**config.mk**
```make
export PLATFORM = sky130hd
export DESIGN_NAME = integer_radix_conversion
export DESIGN_NICKNAME = d
export VERILOG_FILES = /design/src/rtl/irc_pkg.sv /design/src/rtl/integer_radix_conversion.sv /design/src/rtl/irc_front.sv /design/src/rtl/irc_queue.sv /design/src/rtl/irc_back.sv
export SDC_FILE = /design/constraint.sdc
export NUM_CORES = 2
export LEC_CHECK = 0
export ABC_AREA = 1
export BUFFER_PORTS_ARGS = -buffer_cell sky130_fd_sc_hd__buf_4
export CAP_MARGIN = 40
export CORE_AREA = 2 2 448 339
export DETAILED_ROUTE_END_ITERATION = 10
export DIE_AREA = 0 0 450 341
export MAX_ROUTING_LAYER = met4
export SLEW_MARGIN = 25
export SYNTH_ARGS = -nofsm -noshare
export SYNTH_HDL_FRONTEND = slang
export SYNTH_HIERARCHICAL = 1
export SYNTH_SLANG_ARGS = --single-unit
```
**constraint.sdc**
```tcl
create_clock -name clock -period 10.7 [get_ports clock]
set_clock_uncertainty 0.15 [all_clocks]
set_input_delay 2.14 -clock clock [delete_from_list [all_inputs] [get_ports clock]]
set_output_delay 2.14 -clock clock [all_outputs]
set_load 0.005 [all_outputs]
```
**src/rtl/irc_pkg.sv**
```systemverilog
// ---------------------------------------------------------------------------
// irc_pkg
// types, constants and helpers shared by the radix conversion block
// ---------------------------------------------------------------------------
package irc_pkg;

   localparam int MAX_RADIX = 36;
   localparam int MIN_RADIX = 2;
   localparam logic [5:0] DEC_RADIX = 6'd10;
   localparam logic [6:0] CHAR_ZERO = 7'd48;
   localparam logic [6:0] CHAR_ALPHA = 7'd55;

   typedef struct packed {
      logic               arg_null;
      logic signed [63:0] num;
      logic signed [7:0]  source_base;
      logic signed [7:0]  target_base;
   } req_type;

   typedef struct packed {
      logic       is_null;
      logic       negative;
      logic [6:0] digit_char;
      logic       last;
   } rsp_type;

   // one queued job from the front to the back
   typedef struct packed {
      logic        is_null;
      logic [63:0] val;
      logic        tb_neg;
      logic [5:0]  tb_mag;
   } job_type;

   typedef struct packed {
      logic [5:0]  rem;
      logic [63:0] quo;
   } div_type;

   typedef enum logic [2:0] {
      F_IDLE, F_DIV, F_ACC, F_FIN, F_PUSH
   } front_state_type;

   typedef enum logic [1:0] {
      B_IDLE, B_DIV, B_RD, B_OUT
   } back_state_type;

   // four bits of restoring division by a small divisor
   function automatic div_type div_step(div_type cur, logic [5:0] dvs);
      div_type r;
      logic [6:0] t;
      r = cur;
      for (int i = 0; i < 4; i++) begin
         t = {r.rem, r.quo[63]};
         r.quo = {r.quo[62:0], 1'b0};
         if (t >= {1'b0, dvs}) begin
            t = t - {1'b0, dvs};
            r.quo[0] = 1'b1;
         end
         r.rem = t[5:0];
      end
      return r;
   endfunction

   function automatic logic [6:0] digit_char(logic [5:0] v);
      return (v < 6'd10) ? CHAR_ZERO + {1'b0, v} : CHAR_ALPHA + {1'b0, v};
   endfunction

   function automatic logic [7:0] mag8(logic [7:0] v);
      return v[7] ? 8'd0 - v : v;
   endfunction

endpackage

```
**src/rtl/integer_radix_conversion.sv**
```systemverilog
// ---------------------------------------------------------------------------
// integer_radix_conversion
// converts a 64-bit number between radixes 2..36, one digit per result
// ---------------------------------------------------------------------------
// An item is taken when start is high and busy is low; results come out on
// rsp_valid for one cycle each and cannot be held off. The front reads the
// decimal digits of num with a four-bit-per-cycle divider by ten, one full
// division (F_DIV) and one accumulate step (F_ACC) per decimal digit; it
// skips this when the source radix is ten or the item is null. A two-entry
// queue passes the value to the back, which finds each target digit with
// its own four-bit-per-cycle divider, then sends each digit from its digit
// memory through a read state and an output state. The back works on one
// number while the front takes the next item.
// ---------------------------------------------------------------------------
module integer_radix_conversion (
   input  logic             clock,
   input  logic             reset,
   input  logic             start,
   output logic             busy,
   input  irc_pkg::req_type req_data,
   output logic             rsp_valid,
   output irc_pkg::rsp_type rsp_data
);

   irc_pkg::job_type push_data, pop_data;
   logic push, full, pop, empty;

   irc_front u_front (
      .clock(clock), .reset(reset), .start(start), .busy(busy),
      .req_data(req_data), .push(push), .push_data(push_data), .full(full)
   );

   irc_queue u_queue (
      .clock(clock), .reset(reset), .push(push), .push_data(push_data),
      .full(full), .pop(pop), .empty(empty), .pop_data(pop_data)
   );

   irc_back u_back (
      .clock(clock), .reset(reset), .empty(empty), .pop_data(pop_data),
      .pop(pop), .rsp_valid(rsp_valid), .rsp_data(rsp_data)
   );

endmodule

```
**src/rtl/irc_front.sv**
```systemverilog
// ---------------------------------------------------------------------------
// irc_front
// accepts items, screens null cases and reads the source radix digits
// ---------------------------------------------------------------------------
module irc_front (
   input  logic              clock,
   input  logic              reset,
   input  logic              start,
   output logic              busy,
   input  irc_pkg::req_type  req_data,
   output logic              push,
   output irc_pkg::job_type  push_data,
   input  logic              full
);

   irc_pkg::front_state_type state_ff, state_in;
   irc_pkg::div_type div_ff, div_in, div_nx;
   irc_pkg::job_type job_ff, job_in;
   logic [3:0]  cnt_ff, cnt_in;
   logic [63:0] sum_ff, sum_in, place_ff, place_in;
   logic [5:0]  sbmag_ff, sbmag_in;
   logic        neg_ff, neg_in;
   logic [7:0]  sb_mag, tb_mag;
   logic        null_case;
   logic [3:0]  d;
   logic [67:0] prod;
   logic [69:0] pnext;
   logic [63:0] nsum;

   always_ff @(posedge clock) begin
      if (reset) begin
         state_ff <= irc_pkg::F_IDLE;
      end else begin
         state_ff <= state_in;
      end
      div_ff   <= div_in;
      job_ff   <= job_in;
      cnt_ff   <= cnt_in;
      sum_ff   <= sum_in;
      place_ff <= place_in;
      sbmag_ff <= sbmag_in;
      neg_ff   <= neg_in;
   end

   always_comb begin
      sb_mag = irc_pkg::mag8(req_data.source_base);
      tb_mag = irc_pkg::mag8(req_data.target_base);
      null_case = req_data.arg_null
         || sb_mag < 8'(irc_pkg::MIN_RADIX) || sb_mag > 8'(irc_pkg::MAX_RADIX)
         || tb_mag < 8'(irc_pkg::MIN_RADIX) || tb_mag > 8'(irc_pkg::MAX_RADIX)
         || (req_data.source_base[7] && !req_data.num[63]);
      div_nx = irc_pkg::div_step(div_ff, irc_pkg::DEC_RADIX);
      d = div_ff.rem[3:0];
      prod = place_ff * d;
      pnext = place_ff * sbmag_ff;
      nsum = sum_ff + prod[63:0];

      state_in = state_ff;
      div_in = div_ff;
      job_in = job_ff;
      cnt_in = cnt_ff;
      sum_in = sum_ff;
      place_in = place_ff;
      sbmag_in = sbmag_ff;
      neg_in = neg_ff;
      push = 1'b0;

      case (state_ff)
         irc_pkg::F_IDLE: begin
            if (start) begin
               job_in.is_null = null_case;
               job_in.tb_neg = req_data.target_base[7];
               job_in.tb_mag = tb_mag[5:0];
               job_in.val = req_data.num;
               neg_in = req_data.num[63];
               sbmag_in = sb_mag[5:0];
               sum_in = '0;
               place_in = 64'd1;
               cnt_in = '0;
               div_in.rem = '0;
               div_in.quo = req_data.num[63] ? 64'd0 - req_data.num : req_data.num;
               if (null_case) begin
                  job_in.val = '0;
                  state_in = irc_pkg::F_PUSH;
               end else if (req_data.source_base == 8'sd10) begin
                  state_in = irc_pkg::F_PUSH;
               end else begin
                  state_in = irc_pkg::F_DIV;
               end
            end
         end
         irc_pkg::F_DIV: begin
            div_in = div_nx;
            cnt_in = cnt_ff + 4'd1;
            if (cnt_ff == 4'd15) state_in = irc_pkg::F_ACC;
         end
         irc_pkg::F_ACC: begin
            div_in.rem = '0;
            cnt_in = '0;
            if ({2'b00, d} >= sbmag_ff) begin
               // invalid digit drops what was built so far
               sum_in = '0;
               place_in = 64'd1;
               state_in = (div_ff.quo == '0) ? irc_pkg::F_FIN : irc_pkg::F_DIV;
            end else if (nsum[63] || nsum < {60'd0, d}) begin
               job_in.val = '1;
               state_in = irc_pkg::F_PUSH;
            end else begin
               sum_in = nsum;
               place_in = pnext[63:0];
               state_in = (div_ff.quo == '0) ? irc_pkg::F_FIN : irc_pkg::F_DIV;
            end
         end
         irc_pkg::F_FIN: begin
            job_in.val = neg_ff ? 64'd0 - sum_ff : sum_ff;
            state_in = irc_pkg::F_PUSH;
         end
         irc_pkg::F_PUSH: begin
            if (!full) begin
               push = 1'b1;
               state_in = irc_pkg::F_IDLE;
            end
         end
         default: state_in = irc_pkg::F_IDLE;
      endcase
   end

   assign busy = (state_ff != irc_pkg::F_IDLE);
   assign push_data = job_ff;

endmodule

```
**src/rtl/irc_queue.sv**
```systemverilog
// ---------------------------------------------------------------------------
// irc_queue
// two-entry job queue between the front and the back
// ---------------------------------------------------------------------------
module irc_queue (
   input  logic             clock,
   input  logic             reset,
   input  logic             push,
   input  irc_pkg::job_type push_data,
   output logic             full,
   input  logic             pop,
   output logic             empty,
   output irc_pkg::job_type pop_data
);

   irc_pkg::job_type ent_ff [2];
   logic       wptr_ff, wptr_in, rptr_ff, rptr_in;
   logic [1:0] cnt_ff, cnt_in;

   always_ff @(posedge clock) begin
      if (reset) begin
         wptr_ff <= 1'b0;
         rptr_ff <= 1'b0;
         cnt_ff  <= '0;
      end else begin
         wptr_ff <= wptr_in;
         rptr_ff <= rptr_in;
         cnt_ff  <= cnt_in;
      end
      if (push) ent_ff[wptr_ff] <= push_data;
   end

   always_comb begin
      wptr_in = wptr_ff ^ push;
      rptr_in = rptr_ff ^ pop;
      cnt_in = cnt_ff + {1'b0, push} - {1'b0, pop};
   end

   assign full = (cnt_ff == 2'd2);
   assign empty = (cnt_ff == 2'd0);
   assign pop_data = ent_ff[rptr_ff];

endmodule

```
**src/rtl/irc_back.sv**
```systemverilog
// ---------------------------------------------------------------------------
// irc_back
// writes a job's value in the target radix and sends the digits out
// ---------------------------------------------------------------------------
module irc_back (
   input  logic             clock,
   input  logic             reset,
   input  logic             empty,
   input  irc_pkg::job_type pop_data,
   output logic             pop,
   output logic             rsp_valid,
   output irc_pkg::rsp_type rsp_data
);

   irc_pkg::back_state_type state_ff, state_in;
   irc_pkg::div_type div_ff, div_in, div_nx;
   irc_pkg::rsp_type rsp_ff, rsp_in;
   logic       rsp_valid_ff, rsp_valid_in;
   logic [3:0] cnt_ff, cnt_in;
   logic [6:0] n_ff, n_in;
   logic [5:0] idx_ff, idx_in;
   logic [5:0] tbmag_ff, tbmag_in;
   logic       neg_ff, neg_in;
   logic [5:0] mem [64];
   logic [5:0] rdata_ff;
   logic       mem_we;

   always_ff @(posedge clock) begin
      if (reset) begin
         state_ff <= irc_pkg::B_IDLE;
         rsp_valid_ff <= 1'b0;
      end else begin
         state_ff <= state_in;
         rsp_valid_ff <= rsp_valid_in;
      end
      div_ff   <= div_in;
      rsp_ff   <= rsp_in;
      cnt_ff   <= cnt_in;
      n_ff     <= n_in;
      idx_ff   <= idx_in;
      tbmag_ff <= tbmag_in;
      neg_ff   <= neg_in;
   end

   // digit store, least significant digit at the lowest address
   always_ff @(posedge clock) begin
      if (mem_we) mem[n_ff[5:0]] <= div_nx.rem;
      if (state_ff == irc_pkg::B_RD) rdata_ff <= mem[idx_ff];
   end

   always_comb begin
      div_nx = irc_pkg::div_step(div_ff, tbmag_ff);
      state_in = state_ff;
      div_in = div_ff;
      rsp_in = rsp_ff;
      rsp_valid_in = 1'b0;
      cnt_in = cnt_ff;
      n_in = n_ff;
      idx_in = idx_ff;
      tbmag_in = tbmag_ff;
      neg_in = neg_ff;
      pop = 1'b0;
      mem_we = 1'b0;

      case (state_ff)
         irc_pkg::B_IDLE: begin
            if (!empty) begin
               pop = 1'b1;
               tbmag_in = pop_data.tb_mag;
               neg_in = pop_data.val[63] && pop_data.tb_neg;
               div_in.rem = '0;
               div_in.quo = (pop_data.val[63] && pop_data.tb_neg) ?
                            64'd0 - pop_data.val : pop_data.val;
               cnt_in = '0;
               n_in = '0;
               if (pop_data.is_null) begin
                  rsp_valid_in = 1'b1;
                  rsp_in.is_null = 1'b1;
                  rsp_in.negative = 1'b0;
                  rsp_in.digit_char = '0;
                  rsp_in.last = 1'b1;
               end else begin
                  state_in = irc_pkg::B_DIV;
               end
            end
         end
         irc_pkg::B_DIV: begin
            div_in = div_nx;
            cnt_in = cnt_ff + 4'd1;
            if (cnt_ff == 4'd15) begin
               mem_we = 1'b1;
               n_in = n_ff + 7'd1;
               idx_in = n_ff[5:0];
               div_in.rem = '0;
               if (div_nx.quo == '0) state_in = irc_pkg::B_RD;
            end
         end
         irc_pkg::B_RD: begin
            state_in = irc_pkg::B_OUT;
         end
         irc_pkg::B_OUT: begin
            rsp_valid_in = 1'b1;
            rsp_in.is_null = 1'b0;
            rsp_in.negative = neg_ff;
            rsp_in.digit_char = irc_pkg::digit_char(rdata_ff);
            rsp_in.last = (idx_ff == '0);
            if (idx_ff == '0) begin
               state_in = irc_pkg::B_IDLE;
            end else begin
               idx_in = idx_ff - 6'd1;
               state_in = irc_pkg::B_RD;
            end
         end
         default: state_in = irc_pkg::B_IDLE;
      endcase
   end

   assign rsp_valid = rsp_valid_ff;
   assign rsp_data = rsp_ff;

endmodule

```
==> impl_metrics.csv <==
group,metric,value,unit
yosys,synth_enable_flop_cells,918,
clocking,path_clk_slew,0.06,ns
critical_path,arrival,8.48,ns
critical_path,cp_slowest_cell,"buf_4",
timing,setup_tns,0,ns
placed_design,dp_hpwl,150,mm
clocking,htree_levels,3,
timing,grt_setup_unrepaired,"no",
timing,period_share,0.766,
timing,fmax,122,MHz
final_layout,drive_gt1_frac,0.0642,
timing,slew_viol_final,0,
yosys,synth_cell_types,71,
clocking,post-cts-setup-buffers,0,
timing,max-slew-margin-rel,0.399,
final_layout,final_cell_mix,"nand2_1 (1802), inv_1 (1409), edfxtp_1 (918), nor2_1 (894), o21ai_0 (553)",
final_layout,final_common_cell,"nand2_1",
global_route,grt_max_degree,195,
yosys,yosysWarnings,6,
critical_path,crit_type,"register to register",
clocking,cts_root_buffer,"clkbuf_16",
routing,ant_nets,0,
yosys,ys_ff_latch,928,
clocking,cts_hold_buffers,0,
global_route,grt.overflow.total,0,
timing,finalSetupViolations,0,
critical_path,cp_max_fo,44,
routing,drtPass1Iterations,6,
global_route,antenna_found_initial,5,
placed_design,placed_area,70800,sq um
die,dieArea,153000,sq um
job,cap_violations,0,
routing,post-route-drc-count,0,
timing,hold_violations,0,
placed_design,place_congestion,0.994,
clocking,cts_resized,0,
timing,period_needed,8.19,ns
global_route,grt_pass1_wl,307,mm
clocking,cts_buffer_depth,3,
clocking,cts.sinks,928,
global_route,grt_pass1_vias,51200,
routing,drt_iter0_markers,5370,
final_layout,num-nets-final,8655,
critical_path,endpoint_kind,"register",
outcome,outcome,"completed",
routing,num_vias,53800,
die,coreArea,149000,sq um
yosys,syn_nets,8706,
routing,routed_wl,197,mm
yosys,synthArstFlopShare,0,
placed_design,portBuffers,95,
die,die_h,341,um
routing,via_per_inst,5.36,
yosys,synth_seq_area_share,0.407,
final_layout,postLayoutCellArea,74200,sq um
worst_hold_path,min_path_type,"register to register",
routing,wl_per_cell,19.6,um
die,fp.dieW,450,um
final_layout,syn2layout_area_growth,8.70,%
die,ios,96,
timing,worst_slew_pin_slew,0.901,ns
clocking,cts_tree,"yes",
timing,whs,0.249,ns
global_route,grt_usage,0.264,
critical_path,cp_slowest_stage_delay,0.53,ns
clocking,clk_latency,0.74,ns
yosys,synthCells,8009,
critical_path,critPathRequiredTime,10.98,ns
clocking,numCtsBuffers,95,
die,start_util,0.458,
yosys,synth_area,68200,sq um
die,rows,123,
yosys,syn_area_per_cell,8.52,sq um
critical_path,cp-start-kind,"register",
yosys,ys.flop_type,"edfxtp_1",
## kinds of logic (layout without fill, tap and decap cells)
group	Yosys count	in the layout	synth area share
AOI/OAI and AO/OA	1220	1220	0.0998
other	0	2	0
muxes	72	72	0.0157
adders and majority gates	613	613	0.159
xor gates and xnor gates	174	174	0.0223
and+or+nand+nor	3259	3259	0.198
DFF	928	928	0.407
buffers and inverters	1743	1773	0.0984
## Yosys cell counts (all sizes together), types with 6 or more instances
library cell,n,area share
nor4,71,0.0066
xnor2,50,0.0064
a21o,6,0.00066
o31ai,10,0.0011
a21boi,7,0.00083
ha,190,0.035
fa,423,0.12
or2,19,0.0018
o211ai,35,0.0039
buf,100,0.0079
a31oi,41,0.0038
edfxtp,918,0.40
inv,1434,0.079
o21bai,18,0.0020
mux2,72,0.016
o221ai,35,0.0045
dfxtp,10,0.0029
o22ai,106,0.0097
nand3b,25,0.0028
nor3,85,0.0065
nand3,215,0.017
a21oi,332,0.025
nor2,916,0.052
nand4,82,0.0075
o21a,16,0.0018
clkbuf,208,0.011
o21ai,592,0.044
xor2,124,0.016
nand2,1833,0.10
## critical path, delay by kind of cell, from the launching register on
family                     cells  cell delay (ns)
and+or+nand+nor               17             2.30
adders and majority gates      4             1.42
AOI/OAI and AO/OA             14             2.21
buffers and inverters          6             1.29
DFF                            1             0.50
## through the flow
step	std cells	utilization	setup WS, ns
2_1_floorplan	8009	-	3.02
3_3_place_gp	9843	0.474	2.31
3_5_place_dp	9855	0.475	2.52
4_1_cts	10000	0.497	2.48
5_1_grt	10000	0.498	1.76
6_report	10000	0.498	2.51
## per-layer routing
layer / part of all wire / global-route usage / vias to the layer above
met3: 0.070 / 0.0330 / 234
met4: 0.020 / 0.0549 / 0
li1: - / - / 25800
met5: 0 / - / -
met1: 0.49 / 0.407 / 26000
met2: 0.42 / 0.371 / 1832
## registers in the layout (all words and copies together) (netlist names)
register and flops:
u_front/sbmag_ff 6, u_back/idx_ff 6, u_queue/ent_ff 144, u_queue/wptr_ff 1
u_queue/cnt_ff 2, u_back/rsp_data 10, u_back/state_ff 2, u_back/n_ff 6
u_front/cnt_ff 4, u_back/rdata_ff 6, u_back/cnt_ff 4, u_front/push_data 72
u_front/place_ff 64, u_front/neg_ff 1, u_front/div_ff 66, u_back/mem 384
u_front/sum_ff 64, u_back/div_ff 70, u_back/rsp_valid 1, u_front/d 4
u_front/state_ff 3, u_back/tbmag_ff 6, u_queue/rptr_ff 1, u_back/neg_ff 1
## final timing paths
path / startpoint / end / slack, ns / depth (start not counted)
worst min register to register: u_front/push_data[67] / u_queue/ent_ff[1][67] / 0.25 / 0
worst max register to register: u_back/tbmag_ff[1] / u_back/mem[22][1] / 2.51 / 41
worst max-delay path: u_back/tbmag_ff[1] / u_back/mem[22][1] / 2.51 / 41
worst min-delay path: u_front/push_data[67] / u_queue/ent_ff[1][67] / 0.25 / 0
## cell type report
| type | count | area [sq um] |
|---|---|---|
| Fill cell | 14200 | 74800 |
| Multi-Input combinational cell | 5338 | 33800 |
| Sequential cell | 928 | 27800 |
| Inverter | 1435 | 5390 |
| Tap cell | 2000 | 2500 |
| Clock buffer | 110 | 2450 |
| Timing Repair Buffer | 160 | 1420 |
| Clock inverter | 68 | 788 |
| Antenna cell | 2 | 5.00 |
Power is left out: the tool's default activity adds up to more than one toggle a clock period on the data nets, which glitch-free logic cannot reach.
